===== config.mk =====
export PLATFORM = sky130hd
export DESIGN_NAME = fsg_ram
export DESIGN_NICKNAME = d
export VERILOG_FILES = /design/src/hw/rtl/falling_sand_grid_step_top_assert.svh /design/src/hw/rtl/fsg_ram.sv
export SDC_FILE = /design/constraint.sdc
export NUM_CORES = 2
export LEC_CHECK = 0
export ABC_CLOCK_PERIOD_IN_PS = 2920
export BUFFER_PORTS_ARGS = -buffer_cell sky130_fd_sc_hd__buf_2
export CORE_MARGIN = 10
export CORE_UTILIZATION = 30
export DETAILED_ROUTE_END_ITERATION = 6
export PLACE_DENSITY = 0.46
export SYNTH_ARGS = -nofsm -noshare
export SYNTH_HDL_FRONTEND = slang
export SYNTH_SLANG_ARGS = --single-unit

===== constraint.sdc =====
create_clock -name clock -period 2.92 [get_ports clock]
set_clock_uncertainty 0.2 [all_clocks]
set_input_delay 0 -clock clock [delete_from_list [all_inputs] [get_ports clock]]
set_output_delay 0 -clock clock [all_outputs]
set_load 0.02 [all_outputs]

===== src/hw/rtl/falling_sand_grid_step_top_assert.svh =====
// Assertion macros for the falling sand grid block.
// Used by the top level only; no other dependencies.
`ifndef FALLING_SAND_GRID_STEP_TOP_ASSERT_SVH
`define FALLING_SAND_GRID_STEP_TOP_ASSERT_SVH
`define FSG_ASSERT_IMPL(label, clk, rst, ante, cons, msg) \
   label: assert property (@(posedge clk) disable iff (rst) (ante) |-> (cons)) else $error(msg);
`define FSG_ASSERT_NEXT(label, clk, rst, ante, cons, msg) \
   label: assert property (@(posedge clk) disable iff (rst) (ante) |=> (cons)) else $error(msg);
`endif


===== src/hw/rtl/fsg_ram.sv =====
// Generic single-port-write, single-port-read RAM with registered read.
// No dependencies.
module fsg_ram #(
   parameter int Width = 8,
   parameter int Depth = 256
) (
   input  logic                     clock,
   input  logic                     wr_en,
   input  logic [$clog2(Depth)-1:0] wr_addr,
   input  logic [Width-1:0]         wr_data,
   input  logic [$clog2(Depth)-1:0] rd_addr,
   output logic [Width-1:0]         rd_data
);
   logic [Width-1:0] mem [Depth];
   logic [Width-1:0] rd_data_ff;

   always_ff @(posedge clock) begin
      if (wr_en) begin
         mem[wr_addr] <= wr_data;
      end
      rd_data_ff <= mem[rd_addr];
   end
   assign rd_data = rd_data_ff;
endmodule


==> impl_metrics.py <==
metrics = {
    "synthesis": {
        "synth_top_family_by_area": "multiplexers",
        "async_flop_share_pct": 0,
        "syn-num-nets": 3759,
        "synth_top_flop_cell": "edfxtp_1",
        "netlist_instances": 3733,
        "synth-edff-count": 2048,
        "avgSynthCellArea_um2": 21.3,
        "synth_cell_type_count": 55,
        "synth_seq_cells": 2056,
        "synthXorXnorAreaFrac_pct": 0,
        "synth-simple-area-share_pct": 2.63,
        "yosys.area_share.adder_pct": 0,
        "synth_warnings": 0,
        "seq_area_frac_synth_pct": 77.5,
        "synthMuxAreaShare_pct": 14.6,
        "syn_area_um2": 79600,
        "synth_compound_gate_area_share_pct": 3.42,
    },
    "run_status": {
        "outcome": "finished, final reports clean",
    },
    "power_and_ir_drop": {
        "p_sw_share_pct": 21.6,
        "switchingPower_mw": 13.7,
        "p_int_mw": 49.5,
        "power_frac_clock_pct": 42.9,
        "pwr-share-seq_pct": 51.6,
        "comb_power_share_pct": 5.5,
        "p_leak_nw": 30.1,
        "ir_drop_mv": 0.692,
        "powerDensity_nw_per_um2": 665,
    },
    "critical_path": {
        "reg2reg_from": "mem[143][0]",
        "reg2regPathDepth": 7,
        "startpoint_type": "flop",
        "crit_path_max_fanout": 1,
        "crit_type": "reg2reg",
        "cp_slowest_cell": "nor3_1",
        "cpPeakStageDelay_ps": 630,
        "crit_path_frequent_cell": "mux4_2",
        "r2r_slack_ps": 50,
        "crit_arrival_ps": 3360,
        "crit_path_end_kind": "flop",
        "worstSetupStartpoint": "mem[143][0]",
        "required_ps": 3420,
        "crit_family": "multiplexers",
        "path_buf_inv": 1,
        "path_cells": "mux4_2 -> mux4_2 -> nor2_1 -> a2111oi_0 -> buf_4 -> nor3_1 -> nor4_2",
        "reg2reg_to": "rd_data[0]",
    },
    "layout": {
        "drive_above_1_share_pct": 30.5,
        "area_growth_pct": 19.5,
        "final_nets": 4357,
        "final-instance-count-excl-fill": 8049,
        "final_util_pct": 35.9,
    },
    "drt": {
        "ant_nets": 0,
        "postRouteWirelength_um": 230000,
        "firstDrtPassIters": 6,
        "drt_iter0_drc": 4097,
        "route.detailed.drc": 0,
        "vias": 40200,
        "wl_per_cell_um": 28.6,
        "drt-vias-per-instance": 5.00,
    },
    "clock_tree": {
        "cts_tree": "done",
        "cts_buffers": 214,
        "htree_num_levels": 4,
        "worstSkewPairLatency_ps": 860,
        "clock-root-buffer": "clkbuf_16",
        "cts_buffer_depth": 3,
        "cts_sinks": 2056,
        "clkSlewWorstSetupHoldPaths_ps": 60,
    },
    "floorplanning": {
        "die_area_um2": 286000,
        "core_um2": 265000,
        "die_w_um": 535,
        "start_util_pct": 30.1,
        "die_y_um": 535,
        "rows": 189,
        "boundaryPins": 34,
    },
    "placement": {
        "place_hpwl_um": 148000,
        "numPortBuffers": 33,
        "dp.cells": 7622,
        "gp_congestion": 0.801,
        "pre_cts_ws_ps": -651,
    },
    "timing": {
        "drv_slew": 0,
        "timing.final.ws_setup_ps": 51.9,
        "fmax_mhz": 349,
        "finalHoldViolations": 0,
        "finalCriticalPeriod_ps": 2870,
        "rsz0062_at_grt": "no",
        "worstMarginPinSlew_ps": 1120,
        "relSlewSlack_pct": 25.4,
        "finalSetupViolations": 0,
        "fin_crit_sh_pct": 98.2,
    },
    "min_path": {
        "hold_start": "wr_data[6]",
        "min_path_type": "in2reg",
        "min_to": "mem[209][6]",
        "worstHoldPathCells": 2,
    },
    "global_routing": {
        "grt_max_degree": 104,
        "antenna_found_initial": 18,
        "grt-ovfl-total": 0,
        "grt_pass1_wl_um": 326000,
        "first_global_vias": 41100,
        "grt_use_total_pct": 15.8,
    },
    "job": {
        "maxCapViolations": 0,
    },
}
## layer usage
layer  vias up  part of all wire [%]  GRT usage, %
met4         2                   1.8          3.09
met1     21900                    45          22.3
li1      16900                     -             -
met5         -                0.0057             0
met3       270                   5.1          2.41
met2      1126                    49          25.9
## cells in the mapped netlist (all sizes together), types with 2 or more instances
master   number  area [um2]
o221ai       47         418
edfxtp     2048       61500
clkbuf      111         417
a21oi        96         480
o32ai         5        51.3
mux4        456       10300
nand2b        8        50.1
dfxtp         8         160
or2           4        25.0
a311oi        2        17.5
o22ai        28         175
o22a          5        43.8
nand3        34         170
a31oi         2        12.5
buf         122        1030
o21ai        12        60.1
a22oi       133         998
nand4        10        62.6
a22o          8        70.1
and2          6        37.5
nor4         27         188
mux2i       134        1340
and3b         2        17.5
nand3b        2        15.0
a221oi       14         129
nand2        33         124
nor3         22         110
o211ai       10        75.1
a2111oi       5        52.6
nor2        282        1060
a211oi       16         120
nor2b        31         194
## area by class of cell
cell class / instances / area [um2]
fillers: 24400 / 170000
flip-flops and latches: 2056 / 61700
multi-input cells: 1442 / 16600
clock buffers: 269 / 5580
repair buffers: 615 / 5560
well taps: 3533 / 4420
clock inverters: 128 / 1310
diodes: 4 / 10.0
inverters: 2 / 7.51
## power by group through the flow
stage               sequential (mW)  clock (mW)  combinational [mW]
detailed placement             33.2           0                3.53
CTS                            32.6        27.7                3.58
floorplan                      33.2           0                1.58
finish                         32.6        27.1                3.50
global route                   32.6        28.9                3.70
global placement               33.2           0                3.51
## worst reg2reg max path, cell delays in order (launching register included)
cell,delay (ps)
edfxtp_1,360
mux4_2,510
mux4_2,530
nor2_1,120
a2111oi_0,90
buf_4,160
nor3_1,630
nor4_2,110
## sequential cells by signal, summed over array words and instances, names as in the netlist
| name | flops |
|---|---|
| rd_data | 8 |
| mem | 2048 |
## cells in the final DEF, fill, tap and decap left out, drive strengths merged, types with 22 or more instances in the layout
cell type,instances
a21oi,96
edfxtp,2048
dlygate4sd3,26
nand2,33
nor2,282
o22ai,28
clkinv,93
nor2b,31
mux4,456
nor3,22
buf,589
nand3,34
clkbuf,269
nor4,27
mux2i,134
bufinv,25
a22oi,133
o221ai,47
## per-stage QoR
step,instance area [um2],hold slack [ps],power [mW],setup TNS [ps]
after detailed placement,87900,274,36.8,-2610
after CTS,95100,4.84,63.9,0
after global placement,87900,265,36.7,-2730
after floorplan,79600,-101,34.8,0
final,95100,15.4,63.2,0
after global routing,95100,29.2,65.1,0
## repair_timing
action	4_1_cts	5_1_grt
resized for setup	1	2
setup endpoints to repair	1	10
setup buffers	0	0
pin swaps	0	0
hold endpoints to repair	3520	0
hold buffers	27	0
## how the worst max path moves through the flow
| stage | endpoint | depth (start not counted) |
|---|---|---|
| 2_1_floorplan | rd_data[2] | 9 |
| 3_3_place_gp | rd_data[1] | 12 |
| 3_5_place_dp | rd_data[1] | 12 |
| 4_1_cts | rd_data[5] | 8 |
| 5_1_grt | rd_data[0] | 7 |
| 6_report | rd_data[0] | 7 |
## cell families after synthesis
logic type             Yosys count
AO/OA/AOI/OAI                  385
flip-flops                    2056
multiplexers                   591
buffers and inverters          235
AND/OR/NAND/NOR                466
(Power assumes the default switching activity.)
